File: src/sv/assert_macros.svh
// assertion macros used by the top rtl file
`ifndef ASSERT_MACROS_SVH
`define ASSERT_MACROS_SVH
`ifndef SYNTHESIS
`define ASSERT_CLK(label, clk, rstn, prop) \
    label: assert property (@(posedge clk) disable iff (!rstn) prop) else $error("assertion failed");
`define ASSERT_NEVER(label, clk, rstn, expr) \
    label: assert property (@(posedge clk) disable iff (!rstn) !(expr)) else $error("assertion failed");
`else
`define ASSERT_CLK(label, clk, rstn, prop)
`define ASSERT_NEVER(label, clk, rstn, expr)
`endif
`endif

File: src/sv/c8ex_pkg.sv
// shared types and constants of the chip8 execute unit
`default_nettype none
package c8ex_pkg;
    localparam logic [1:0] ST_OK = 2'd0;
    localparam logic [1:0] ST_INVALID = 2'd1;
    localparam logic [1:0] ST_UNSUP = 2'd2;
    localparam logic [1:0] ST_WAIT = 2'd3;

    localparam logic [11:0] START_RESET = 12'd512;
    localparam logic [11:0] FONT_RESET = 12'd80;

    localparam logic [0:0] REG_START = 1'b0;
    localparam logic [0:0] REG_FONT = 1'b1;

    typedef struct packed {
        logic        mode;
        logic [15:0] opcode;
        logic [15:0] key_state;
        logic [7:0]  random_byte;
    } in_item_t;

    typedef struct packed {
        logic [11:0] next_pc;
        logic        write_valid;
        logic [11:0] write_addr;
        logic [7:0]  write_data;
        logic        clear_screen;
        logic [1:0]  status;
        logic        sound_on;
        logic        last;
    } out_item_t;

    typedef enum logic [1:0] {
        S_IDLE,
        S_EXEC,
        S_BURST,
        S_OUT
    } state_t;

    // controller to datapath
    typedef struct packed {
        logic load;
        logic exec;
        logic burst_step;
        logic out_load;
    } ctrl_t;

    // datapath to controller
    typedef struct packed {
        logic has_burst;
        logic burst_last;
    } stat_t;
endpackage
`default_nettype wire

File: src/sv/chip8_instruction_execute_unit.sv
// Executes one CHIP-8 instruction or timer tick per request. The accepted request is registered,
// the execute state decodes it and updates the register file, and the output register is then
// loaded once it is free to take the result. A new request is accepted only after that last
// result has been loaded into the output register. Fx33 yields three write results and
// Fx55 yields x+1, one per cycle while the result side takes them, from the output register.
`default_nettype none
`include "assert_macros.svh"
module chip8_instruction_execute_unit #(
    parameter int STACK_DEPTH = 16,
    parameter int ADDR_BITS = 12
) (
    input  wire logic               aclk,
    input  wire logic               aresetn,
    input  wire logic               s_valid,
    output logic                    s_ready,
    input  wire c8ex_pkg::in_item_t s_data,
    output logic                    m_valid,
    input  wire logic               m_ready,
    output c8ex_pkg::out_item_t     m_data,
    input  wire logic               psel,
    input  wire logic               penable,
    input  wire logic               pwrite,
    input  wire logic [2:0]         paddr,
    input  wire logic [31:0]        pwdata,
    output logic [31:0]             prdata,
    output logic                    pready
);
    logic [11:0] start_reg, font_reg;
    c8ex_pkg::ctrl_t ctrl;
    c8ex_pkg::stat_t st;
    logic out_free, m_valid_reg;

    assign pready = 1'b1;
    always_ff @(posedge aclk) begin
        if (!aresetn) begin
            start_reg <= c8ex_pkg::START_RESET;
            font_reg <= c8ex_pkg::FONT_RESET;
        end else if (psel && penable && pwrite && paddr[1:0] == 2'd0) begin
            if (paddr[2] == c8ex_pkg::REG_START) start_reg <= pwdata[11:0];
            else font_reg <= pwdata[11:0];
        end
    end
    always_comb begin
        prdata = 32'd0;
        if (paddr[2] == c8ex_pkg::REG_START) prdata = {20'd0, start_reg};
        else prdata = {20'd0, font_reg};
    end

    assign out_free = !m_valid_reg || m_ready;
    always_ff @(posedge aclk) begin
        if (!aresetn) m_valid_reg <= 1'b0;
        else if (ctrl.out_load) m_valid_reg <= 1'b1;
        else if (m_ready) m_valid_reg <= 1'b0;
    end
    assign m_valid = m_valid_reg;

    c8ex_ctrl u_ctrl (
        .aclk(aclk), .aresetn(aresetn), .in_fire(s_valid), .out_free(out_free),
        .st(st), .s_ready(s_ready), .ctrl(ctrl)
    );

    c8ex_dpath #(.STACK_DEPTH(STACK_DEPTH), .ADDR_BITS(ADDR_BITS)) u_dpath (
        .aclk(aclk), .aresetn(aresetn), .ctrl(ctrl), .in_item(s_data),
        .start_address(start_reg), .font_base(font_reg), .st(st), .res(m_data)
    );

    `ASSERT_NEVER(a_load_busy, aclk, aresetn, ctrl.load && ctrl.out_load)
    `ASSERT_CLK(a_out_sets_valid, aclk, aresetn, ctrl.out_load |=> m_valid)
    `ASSERT_NEVER(a_ready_exec, aclk, aresetn, s_ready && ctrl.exec)
    `ASSERT_CLK(a_out_hold, aclk, aresetn, m_valid && !m_ready |=> m_valid && $stable(m_data))
endmodule
`default_nettype wire

File: src/sv/c8ex_ctrl.sv
// controller state machine of the chip8 execute unit
`default_nettype none
module c8ex_ctrl (
    input  wire logic           aclk,
    input  wire logic           aresetn,
    input  wire logic           in_fire,
    input  wire logic           out_free,
    input  wire c8ex_pkg::stat_t st,
    output logic                s_ready,
    output c8ex_pkg::ctrl_t     ctrl
);
    c8ex_pkg::state_t state_reg, state_next;

    always_ff @(posedge aclk) begin
        if (!aresetn) begin
            state_reg <= c8ex_pkg::S_IDLE;
        end else begin
            state_reg <= state_next;
        end
    end

    always_comb begin
        state_next = state_reg;
        unique case (state_reg)
            c8ex_pkg::S_IDLE: begin
                if (in_fire) state_next = c8ex_pkg::S_EXEC;
            end
            c8ex_pkg::S_EXEC: begin
                state_next = st.has_burst ? c8ex_pkg::S_BURST : c8ex_pkg::S_OUT;
            end
            c8ex_pkg::S_BURST: begin
                if (out_free && st.burst_last) state_next = c8ex_pkg::S_IDLE;
            end
            c8ex_pkg::S_OUT: begin
                if (out_free) state_next = c8ex_pkg::S_IDLE;
            end
            default: state_next = c8ex_pkg::S_IDLE;
        endcase
    end

    always_comb begin
        s_ready = (state_reg == c8ex_pkg::S_IDLE);
        ctrl.load = s_ready && in_fire;
        ctrl.exec = (state_reg == c8ex_pkg::S_EXEC);
        ctrl.burst_step = (state_reg == c8ex_pkg::S_BURST) && out_free;
        ctrl.out_load = ctrl.burst_step || ((state_reg == c8ex_pkg::S_OUT) && out_free);
    end
endmodule
`default_nettype wire

File: src/sv/c8ex_dpath.sv
// datapath of the chip8 execute unit: registers, stack, timers, alu
`default_nettype none
module c8ex_dpath #(
    parameter int STACK_DEPTH = 16,
    parameter int ADDR_BITS = 12
) (
    input  wire logic              aclk,
    input  wire logic              aresetn,
    input  wire c8ex_pkg::ctrl_t   ctrl,
    input  wire c8ex_pkg::in_item_t in_item,
    input  wire logic [11:0]       start_address,
    input  wire logic [11:0]       font_base,
    output c8ex_pkg::stat_t        st,
    output c8ex_pkg::out_item_t    res
);
    localparam int SPW = $clog2(STACK_DEPTH + 1);
    localparam int SIW = (STACK_DEPTH > 1) ? $clog2(STACK_DEPTH) : 1;

    c8ex_pkg::in_item_t item_reg;
    logic [7:0] v_reg [16];
    logic [ADDR_BITS-1:0] i_reg, pc_reg;
    logic [SPW-1:0] sp_reg;
    logic [ADDR_BITS-1:0] stk_reg [STACK_DEPTH];
    logic [7:0] dt_reg, st_reg;
    // pending pieces of the result and burst counters
    logic [11:0] npc_reg;
    logic clr_reg;
    logic [1:0] sts_reg;
    logic bcd_reg;
    logic [3:0] cnt_reg, cnt_max_reg;
    logic [7:0] bcd_d [3];

    logic [3:0] x, y, n;
    logic [7:0] kk, vx, vy;
    logic [11:0] nnn;
    logic [ADDR_BITS-1:0] pc2, npc;
    logic [1:0] sts;
    logic clr, wx, wf, burst, bcd;
    logic [7:0] vxn, vfn;
    logic [8:0] sum;
    logic [3:0] key_idx;
    logic pressed;
    logic [ADDR_BITS-1:0] skip;
    logic [1:0] bcd_h;
    logic [7:0] bcd_r;
    logic [3:0] bcd_t;
    logic [7:0] bcd_o;

    assign x = item_reg.opcode[11:8];
    assign y = item_reg.opcode[7:4];
    assign n = item_reg.opcode[3:0];
    assign kk = item_reg.opcode[7:0];
    assign nnn = item_reg.opcode[11:0];
    assign vx = v_reg[x];
    assign vy = v_reg[y];
    assign pc2 = pc_reg + ADDR_BITS'(2);
    assign skip = pc_reg + ADDR_BITS'(4);
    assign sum = {1'b0, vx} + {1'b0, vy};
    assign pressed = item_reg.key_state[vx[3:0]] && (vx[7:4] == 4'd0);

    always_comb begin
        key_idx = 4'd0;
        for (int k = 15; k >= 0; k--) begin
            if (item_reg.key_state[k]) key_idx = 4'(k);
        end
    end

    // decimal digits of vx by compare and subtract
    always_comb begin
        priority if (vx >= 8'd200) begin
            bcd_h = 2'd2; bcd_r = vx - 8'd200;
        end else if (vx >= 8'd100) begin
            bcd_h = 2'd1; bcd_r = vx - 8'd100;
        end else begin
            bcd_h = 2'd0; bcd_r = vx;
        end
        bcd_t = 4'd0;
        for (int k = 1; k < 10; k++) begin
            if (bcd_r >= 8'(10 * k)) bcd_t = 4'(k);
        end
        bcd_o = bcd_r - 8'({bcd_t, 3'b000} + {3'd0, bcd_t, 1'b0});
    end

    always_comb begin
        npc = pc2; sts = c8ex_pkg::ST_OK; clr = 1'b0; wx = 1'b0; wf = 1'b0;
        vxn = 8'd0; vfn = 8'd0; burst = 1'b0; bcd = 1'b0;
        unique case (item_reg.opcode[15:12])
            4'h0: begin
                if (item_reg.opcode == 16'h00E0) clr = 1'b1;
                else if (item_reg.opcode == 16'h00EE) begin
                    if (sp_reg == '0) sts = c8ex_pkg::ST_INVALID;
                    else npc = stk_reg[SIW'(sp_reg - SPW'(1))];
                end else if (!(nnn > 12'h1FF && nnn < 12'hFFF)) sts = c8ex_pkg::ST_INVALID;
            end
            4'h1: npc = ADDR_BITS'(nnn);
            4'h2: begin
                if (sp_reg >= SPW'(STACK_DEPTH)) sts = c8ex_pkg::ST_INVALID;
                else npc = ADDR_BITS'(nnn);
            end
            4'h3: if (vx == kk) npc = skip;
            4'h4: if (vx != kk) npc = skip;
            4'h5: begin
                if (n != 4'd0) sts = c8ex_pkg::ST_INVALID;
                else if (vx == vy) npc = skip;
            end
            4'h6: begin wx = 1'b1; vxn = kk; end
            4'h7: begin wx = 1'b1; vxn = vx + kk; end
            4'h8: begin
                wx = 1'b1;
                unique case (n)
                    4'h0: vxn = vy;
                    4'h1: vxn = vx | vy;
                    4'h2: vxn = vx & vy;
                    4'h3: vxn = vx ^ vy;
                    4'h4: begin vxn = sum[7:0]; wf = 1'b1; vfn = {7'd0, sum[8]}; end
                    4'h5: begin vxn = vx - vy; wf = 1'b1; vfn = {7'd0, vx > vy}; end
                    4'h6: begin vxn = vx >> 1; wf = 1'b1; vfn = {7'd0, vx[0]}; end
                    4'h7: begin vxn = vy - vx; wf = 1'b1; vfn = {7'd0, vy > vx}; end
                    4'hE: begin vxn = vx << 1; wf = 1'b1; vfn = {7'd0, vx[7]}; end
                    default: begin wx = 1'b0; sts = c8ex_pkg::ST_INVALID; end
                endcase
            end
            4'h9: begin
                if (n != 4'd0) sts = c8ex_pkg::ST_INVALID;
                else if (vx != vy) npc = skip;
            end
            4'hA: ;
            4'hB: npc = ADDR_BITS'(nnn) + ADDR_BITS'(v_reg[0]);
            4'hC: begin wx = 1'b1; vxn = item_reg.random_byte & kk; end
            4'hD: sts = c8ex_pkg::ST_UNSUP;
            4'hE: begin
                if (kk == 8'h9E) begin if (pressed) npc = skip; end
                else if (kk == 8'hA1) begin if (!pressed) npc = skip; end
                else sts = c8ex_pkg::ST_INVALID;
            end
            default: begin
                unique case (kk)
                    8'h07: begin wx = 1'b1; vxn = dt_reg; end
                    8'h0A: begin
                        if (item_reg.key_state == 16'd0) begin
                            npc = pc_reg; sts = c8ex_pkg::ST_WAIT;
                        end else begin wx = 1'b1; vxn = {4'd0, key_idx}; end
                    end
                    8'h15, 8'h18, 8'h1E, 8'h29: ;
                    8'h33: begin burst = 1'b1; bcd = 1'b1; end
                    8'h55: burst = 1'b1;
                    8'h65: sts = c8ex_pkg::ST_UNSUP;
                    default: sts = c8ex_pkg::ST_INVALID;
                endcase
            end
        endcase
    end

    assign st.burst_last = (cnt_reg == cnt_max_reg);

    always_ff @(posedge aclk) begin
        if (ctrl.load) item_reg <= in_item;
        if (ctrl.exec) begin
            npc_reg <= 12'(npc);
            clr_reg <= clr;
            sts_reg <= sts;
            bcd_reg <= bcd;
            cnt_reg <= 4'd0;
            cnt_max_reg <= bcd ? 4'd2 : (burst ? x : 4'd0);
            bcd_d[0] <= {6'd0, bcd_h};
            bcd_d[1] <= {4'd0, bcd_t};
            bcd_d[2] <= bcd_o;
        end
        if (ctrl.burst_step) cnt_reg <= cnt_reg + 4'd1;
    end

    always_ff @(posedge aclk) begin
        if (!aresetn) begin
            for (int k = 0; k < 16; k++) v_reg[k] <= 8'd0;
            i_reg <= '0;
            pc_reg <= ADDR_BITS'(start_address);
            sp_reg <= '0;
            for (int k = 0; k < STACK_DEPTH; k++) stk_reg[k] <= '0;
            dt_reg <= 8'd0;
            st_reg <= 8'd0;
        end else if (ctrl.exec) begin
            if (item_reg.mode) begin
                if (dt_reg != 8'd0) dt_reg <= dt_reg - 8'd1;
                if (st_reg != 8'd0) st_reg <= st_reg - 8'd1;
            end else begin
                pc_reg <= npc;
                if (wx) v_reg[x] <= vxn;
                if (wf) v_reg[15] <= vfn;
                if (item_reg.opcode == 16'h00EE && sp_reg != '0) sp_reg <= sp_reg - SPW'(1);
                if (item_reg.opcode[15:12] == 4'h2 && sp_reg < SPW'(STACK_DEPTH)) begin
                    stk_reg[SIW'(sp_reg)] <= pc2;
                    sp_reg <= sp_reg + SPW'(1);
                end
                if (item_reg.opcode[15:12] == 4'hA) i_reg <= ADDR_BITS'(nnn);
                if (item_reg.opcode[15:12] == 4'hF) begin
                    unique case (kk)
                        8'h15: dt_reg <= vx;
                        8'h18: st_reg <= vx;
                        8'h1E: i_reg <= i_reg + ADDR_BITS'(vx);
                        8'h29: i_reg <= ADDR_BITS'(font_base) + ADDR_BITS'({vx[3:0], 2'b00})
                                        + ADDR_BITS'(vx[3:0]);
                        default: ;
                    endcase
                end
            end
        end
    end

    logic tick_reg;
    always_ff @(posedge aclk) begin
        if (ctrl.exec) tick_reg <= item_reg.mode;
    end

    always_ff @(posedge aclk) begin
        if (ctrl.out_load) begin
            res.sound_on <= (st_reg != 8'd0);
            if (tick_reg) begin
                res.next_pc <= 12'(pc_reg);
                res.write_valid <= 1'b0; res.write_addr <= 12'd0; res.write_data <= 8'd0;
                res.clear_screen <= 1'b0; res.status <= c8ex_pkg::ST_OK; res.last <= 1'b1;
            end else if (ctrl.burst_step) begin
                res.next_pc <= npc_reg;
                res.write_valid <= 1'b1;
                res.write_addr <= 12'(i_reg + ADDR_BITS'(cnt_reg));
                res.write_data <= bcd_reg ? bcd_d[cnt_reg[1:0] == 2'd3 ? 2'd2 : cnt_reg[1:0]]
                                          : v_reg[cnt_reg];
                res.clear_screen <= 1'b0; res.status <= c8ex_pkg::ST_OK;
                res.last <= st.burst_last;
            end else begin
                res.next_pc <= npc_reg;
                res.write_valid <= 1'b0; res.write_addr <= 12'd0; res.write_data <= 8'd0;
                res.clear_screen <= clr_reg; res.status <= sts_reg; res.last <= 1'b1;
            end
        end
    end

    assign st.has_burst = burst && !item_reg.mode;
endmodule
`default_nettype wire

File: config.mk
export PLATFORM = sky130hd
export DESIGN_NAME = chip8_instruction_execute_unit
export DESIGN_NICKNAME = d
export VERILOG_FILES = /design/src/sv/c8ex_pkg.sv /design/src/sv/chip8_instruction_execute_unit.sv /design/src/sv/c8ex_ctrl.sv /design/src/sv/c8ex_dpath.sv
export VERILOG_INCLUDE_DIRS = /design/src /design/src/sv
export SDC_FILE = /design/constraint.sdc
export NUM_CORES = 1
export LEC_CHECK = 0
export BUFFER_PORTS_ARGS = -buffer_cell sky130_fd_sc_hd__buf_2
export CAP_MARGIN = 40
export CORE_ASPECT_RATIO = 0.5
export CORE_MARGIN = 4
export CORE_UTILIZATION = 32
export DETAILED_ROUTE_END_ITERATION = 12
export GPL_TIMING_DRIVEN = 1
export SLEW_MARGIN = 20
export SYNTH_ARGS = -nofsm -noshare
export SYNTH_HDL_FRONTEND = slang
export SYNTH_SLANG_ARGS = --single-unit
export TNS_END_PERCENT = 100
File: constraint.sdc
create_clock -name aclk -period 14.8 [get_ports aclk]
set_input_delay 4.44 -clock aclk [delete_from_list [all_inputs] [get_ports aclk]]
set_output_delay 4.44 -clock aclk [all_outputs]
set_load 0.02 [all_outputs]
Word level (Yosys, flattened, before mapping) --
Memory sizes are Yosys's and may differ from the RTL's. A register that Yosys moved wholly into a read port is not among the register bits. Cells that the tools add are included.
Cells by class: add/sub/neg operators 20, eq/ne operators 53, muxes and demuxes 136, order comparisons 18, reduce and logical (&&, ||, !) cells 56, bitwise operators 12
Operators with widths (number):
- $mux W12 | 23
- $pmux W12 S10 | 1
- $mux W8 | 14
- $mux W4 | 26
- $pmux W8 S9 | 1
- $mux W1 | 41
- $eq A4 B4 Y1 const B | 10
- $pmux W8 S5 | 1
- $mux W36 | 1
- $eq A16 B8 Y1 const B | 2
- $eq A4 B3 Y1 const B | 8
- $ge A8 B7 Y1 const B | 4
- $add A12 B4 Y12 | 2
- $add A12 B8 Y12 | 2
- $eq A8 B5 Y1 const B | 3
- $ge A8 B6 Y1 const B | 3
- $mux W2 | 12
- $mux W24 | 1
- $pmux W12 S2 | 1
- $sub A8 B8 Y8 | 3
- $and A8 B8 Y8 | 2
- $eq A4 B2 Y1 const B | 4
- $eq A8 B6 Y1 const B | 2
- $eq A8 B7 Y1 const B | 2
- other kinds (71) | 126
Word-level totals: input bits 83, flip-flop bits (word level) 176, word-level logic and storage cells 327, output and inout port bits 73, memories 3, bits in writable memories 344
Memory list:
- u_dpath.stk_reg | depth 16, width 12, read ports 1, clocked after Yosys merged registers in 0, wr ports 16, line c8ex_dpath.sv:23 | logic [ADDR_BITS-1:0] stk_reg [STACK_DEPTH];
- u_dpath.v_reg | depth 16, width 8, read ports 4, clocked after Yosys merged registers in 3, wr ports 16, line c8ex_dpath.sv:20 | logic [7:0] v_reg [16];
- u_dpath.bcd_d | depth 3, width 8, read ports 1, clocked after Yosys merged registers in 0, wr ports 3, line c8ex_dpath.sv:31 | logic [7:0] bcd_d [3];

Longest topological paths before layout --
depth after elaboration 20, depth in mapped cells 29

Modules after synthesis --
Synthesis repeated with hierarchy kept, for this count alone.
Second synthesis, totals: cell total of the unflattened synthesis 2740, area, all modules 30883.4 µm²
Modules (own cells, without submodules):
- c8ex_dpath | seq. area each 14413.8 µm², area each 29459.5 µm², times used 1, cells each 2586
- chip8_instruction_execute_unit | seq. area each 500.5 µm², area each 1307.5 µm², times used 1, cells each 138
- c8ex_ctrl | seq. area each 40.0 µm², area each 116.4 µm², times used 1, cells each 16

Least setup slack after synthesis --
OpenSTA, ideal clock, no wires.
path type input port to output port, start point in paddr[2], end point out prdata[10], path slack 5.169 ns, cell stages on the path 2, arrival 5.191 ns, data required time 10.360 ns, cells stage by stage buf_1 > mux2_2
On the way: longest elaborated chain between the ends 1
Ends and longest elaborated chain:
- start: declaration | line chip8_instruction_execute_unit.sv:23 | input wire logic [2:0] paddr,
- $mux W12 | line chip8_instruction_execute_unit.sv:45 | if (paddr[2] == c8ex_pkg::REG_START) prdata = {20'd0, start_reg};
- end: declaration | line chip8_instruction_execute_unit.sv:25 | output logic [31:0] prdata,
No other way between the ends.

Final worst setup path --
start point in paddr[2], end point out prdata[9]
The elaborated chain is that of the path after synthesis.

==> reports/metrics.csv <==
stage;metric;value;unit
yosys;synthAdderAreaFrac;0.04467;
layout;drive_gt1_frac;0.1828;
routing;wl;95.45;mm
yosys;synth-xor-area-share;0.02446;
layout;largest_register_ffs;192;
timing;post-route-period-util;0.6532;
yosys;synthMostInstantiatedCell;edfxtp_1;
routing;drt_first_pass_iters;7;
placed_design;placed_area;32960;sq um
timing;tightestPinTransition;0.9080;ns
setup_path;crit_top_cell;buf_2;
global_routing;grt_max_degree;62;
cts;insertion_delay;0.64;ns
cts;numCtsBuffers;52;
run_status;status;complete, no violations;
placed_design;gp_congestion;0.9368;
timing;fmax;103.4;MHz
yosys;ys.flop_type;edfxtp_1;
setup_path;arrival;5.23;ns
setup_path;reg2regPathDepth;23;
layout;n_fill_cell;9263;
yosys;yosysSeqAreaShare;0.4792;
routing;wire_per_inst;23.31;microns
setup_path;worst-setup-path-type;in -> out;
pwr;powerDensity;130.6;nW/um^2
routing;wl_met3;7.863;mm
cts;cts_tree;done;
timing;finalSetupTns;0;ns
cts;cts_hold_buffers;0;
yosys;ys_top_cells_by_count;edfxtp_1, nor2_1, nand2_1;
pwr;p_leak;12.56;nW
layout;syn2layout_area_growth;11.18;%
yosys;synth_compound_area_frac;0.1103;
setup_path;crit_path_cell_trace;buf_2, mux2_2, buf_2;
yosys;synth_top_family_by_area;multiplexers;
setup_path;critPathCaptureType;output port;
pwr;ir_drop;135.6;uV
setup_path;critPathMaxStageDelay;0.37;ns
routing;drtIter0Drc;2522;
setup_path;start_kind;input pin;
cts;cts.sinks;522;
setup_path;slowest_stage;mux2_2;
setup_path;rr_endpoint;u_dpath.bcd_d[2][5]$_DFFE_PP_;
yosys;synth_area_leader_cell;edfxtp_1;
cts;clk_path_buf_depth;3;
routing;ant_nets;0;
die;pin_count;156;
die;dieWidth;449.6;microns
yosys;synth.area.mux_share;0.1555;
cts;cts_setup_buffers;0;
yosys;netlist_area;31200;sq um
timing;skew;0.04070;ns
yosys;synth_seq_cells;522;
global_routing;grt.overflow.total;0;
worst_hold_path;hold_depth;2;
layout;nets;2966;
global_routing;grt_pass1_wl;141.4;mm
setup_path;crit_buf_inv;2;
routing;viasPerCell;5.590;
yosys;synth_edf_count;450;
setup_path;crit_family;buffers and inverters;
timing;grt_setup_unrepaired;false;
die;core;95990;sq um
timing;finalSetupViolCount;0;
yosys;yosysTopAreaCellShare;0.4331;
die;rows;80;
timing;slew_headroom;0.3947;
yosys;postSynth.asyncResetShare;0;
setup_path;r2r_slack;8.25;ns
layout;fin_area;34690;sq um
worst_hold_path;hp-start;u_dpath.st_reg[0]$_SDFFE_PN0P_;
global_routing;grt_pass1_vias;22320;
global_routing;grt_usage;0.1783;
timing;fin_crit;9.668;ns
yosys;syn-instance-count;2724;
placed_design;io_buffers;114;
routing;top_layer;met5;
worst_hold_path;hp-class;reg -> reg;
routing;wl_met2;44.91;mm
die;die_h;228.8;microns
yosys;yosys.area_share.simple;0.1417;
routing;drc_errors;0;
die;die_area;102900;sq um
setup_path;crit_required;10.36;ns
placed_design;dp_hpwl;67.48;mm
routing;wl_met1;39.49;mm
setup_path;path_depth;3;
cts;path_clk_slew;0.07;ns
global_routing;antenna_found_initial;4;
routing;routed-via-count;22880;
worst_hold_path;hold_end;u_dpath.st_reg[0]$_SDFFE_PN0P_;
flow_run;drv_cap;0;
setup_path;critPathMaxFanout;14;
cts;cts-resized-gates;0;
cts;clockRootBuffer;clkbuf_16;
yosys;yosys_warnings;0;
die;initial_utilization;0.3251;
yosys;synth_cell_types;109;
timing;hold_viol;0;
cts;h-tree-depth;2;
yosys;syn_avg_cell_area;11.46;sq um
timing;final_max_slew_viol_count;0;
yosys;synth.area.top_cells;edfxtp_1, mux4_2, nor2_1;
-- per-layer routing --
layer  vias to the layer above  global-route usage
li1                      10240                   -
met1                     11390              0.2392
met2                      1069              0.2914
met3                       185             0.03084
met4                         2             0.06366
met5                         -                   0
-- cell usage in the layout, fill, tap and decap left out, types with 18 or more instances in the layout --
cell,instances
and2_1,18
o21ai_0,88
mux2i_1,73
xor2_1,38
nor2_1,418
nor2b_1,98
a21oi_1,127
edfxtp_1,450
and3_1,21
o22ai_1,21
inv_1,72
a21o_1,30
buf_4,65
nand3_1,54
a22oi_1,25
nand4_1,20
nor3_1,43
mux4_2,144
dfxtp_1,68
ha_1,92
clkbuf_16,53
mux2_2,49
nand2_1,172
buf_2,115
nand2b_1,35
o21bai_1,27
xnor2_1,43
conb_1,21
-- metrics by stage --
step / util / worst slack, ns / cells / power [mW] / hold slack [ns]
floorplan: - / 5.169 / 2743 / 2.847 / 0.4567
global placement: 0.3426 / 5.145 / 3983 / 3.179 / 0.4817
detailed placement: 0.3434 / 5.138 / 3990 / 3.209 / 0.4902
CTS: 0.3608 / 5.137 / 4087 / 4.545 / 0.4995
global route: 0.3614 / 5.089 / 4094 / 4.737 / 0.5233
finish: 0.3614 / 5.132 / 4094 / 4.532 / 0.4955
-- where the power goes --
part | leakage, nW | switching, mW | internal, mW | total, mW
combinational | 6.62 | 0.853 | 0.561 | 1.41
sequential | 5.13 | 0.0711 | 1.72 | 1.79
clock | 0.810 | 0.602 | 0.726 | 1.33
total | 12.6 | 1.53 | 3.01 | 4.53
-- cell type report --
class | instances | area, sq um | area share
Clock inverter | 27 | 267.8 | 0.007718
Clock buffer | 70 | 1404 | 0.04046
Tap cell | 1271 | 1590 | 0.04584
Multi-Input combinational cell | 1938 | 15000 | 0.4324
Antenna cell | 1 | 2.502 | 0.00007213
Inverter | 77 | 304.0 | 0.008764
Timing Repair Buffer | 188 | 1160 | 0.03343
Sequential cell | 522 | 14960 | 0.4313
-- kinds of logic after synthesis --
| kind of cell | count (synthesis) |
|---|---|
| XOR/XNOR | 85 |
| multiplexers | 279 |
| AO/OA/AOI/OAI | 498 |
| adder cells (fa/ha/maj) | 105 |
| flip-flops | 522 |
| AND/OR/NAND/NOR | 950 |
| other | 2 |
| buffers and inverters | 283 |
-- worst min-delay path, cell delays in order, from the launching register on --
cell and delay (ns):
dfxtp_1 0.33, inv_1 0.07, a21oi_1 0.06
-- worst max-delay path by stage --
stage | to | start
after floorplan | prdata[10] | paddr[2]
after global placement | prdata[11] | paddr[2]
after detailed placement | prdata[4] | paddr[2]
after CTS | prdata[4] | paddr[2]
after global routing | prdata[4] | paddr[2]
final | prdata[9] | paddr[2]
(Power assumes the default switching activity.)
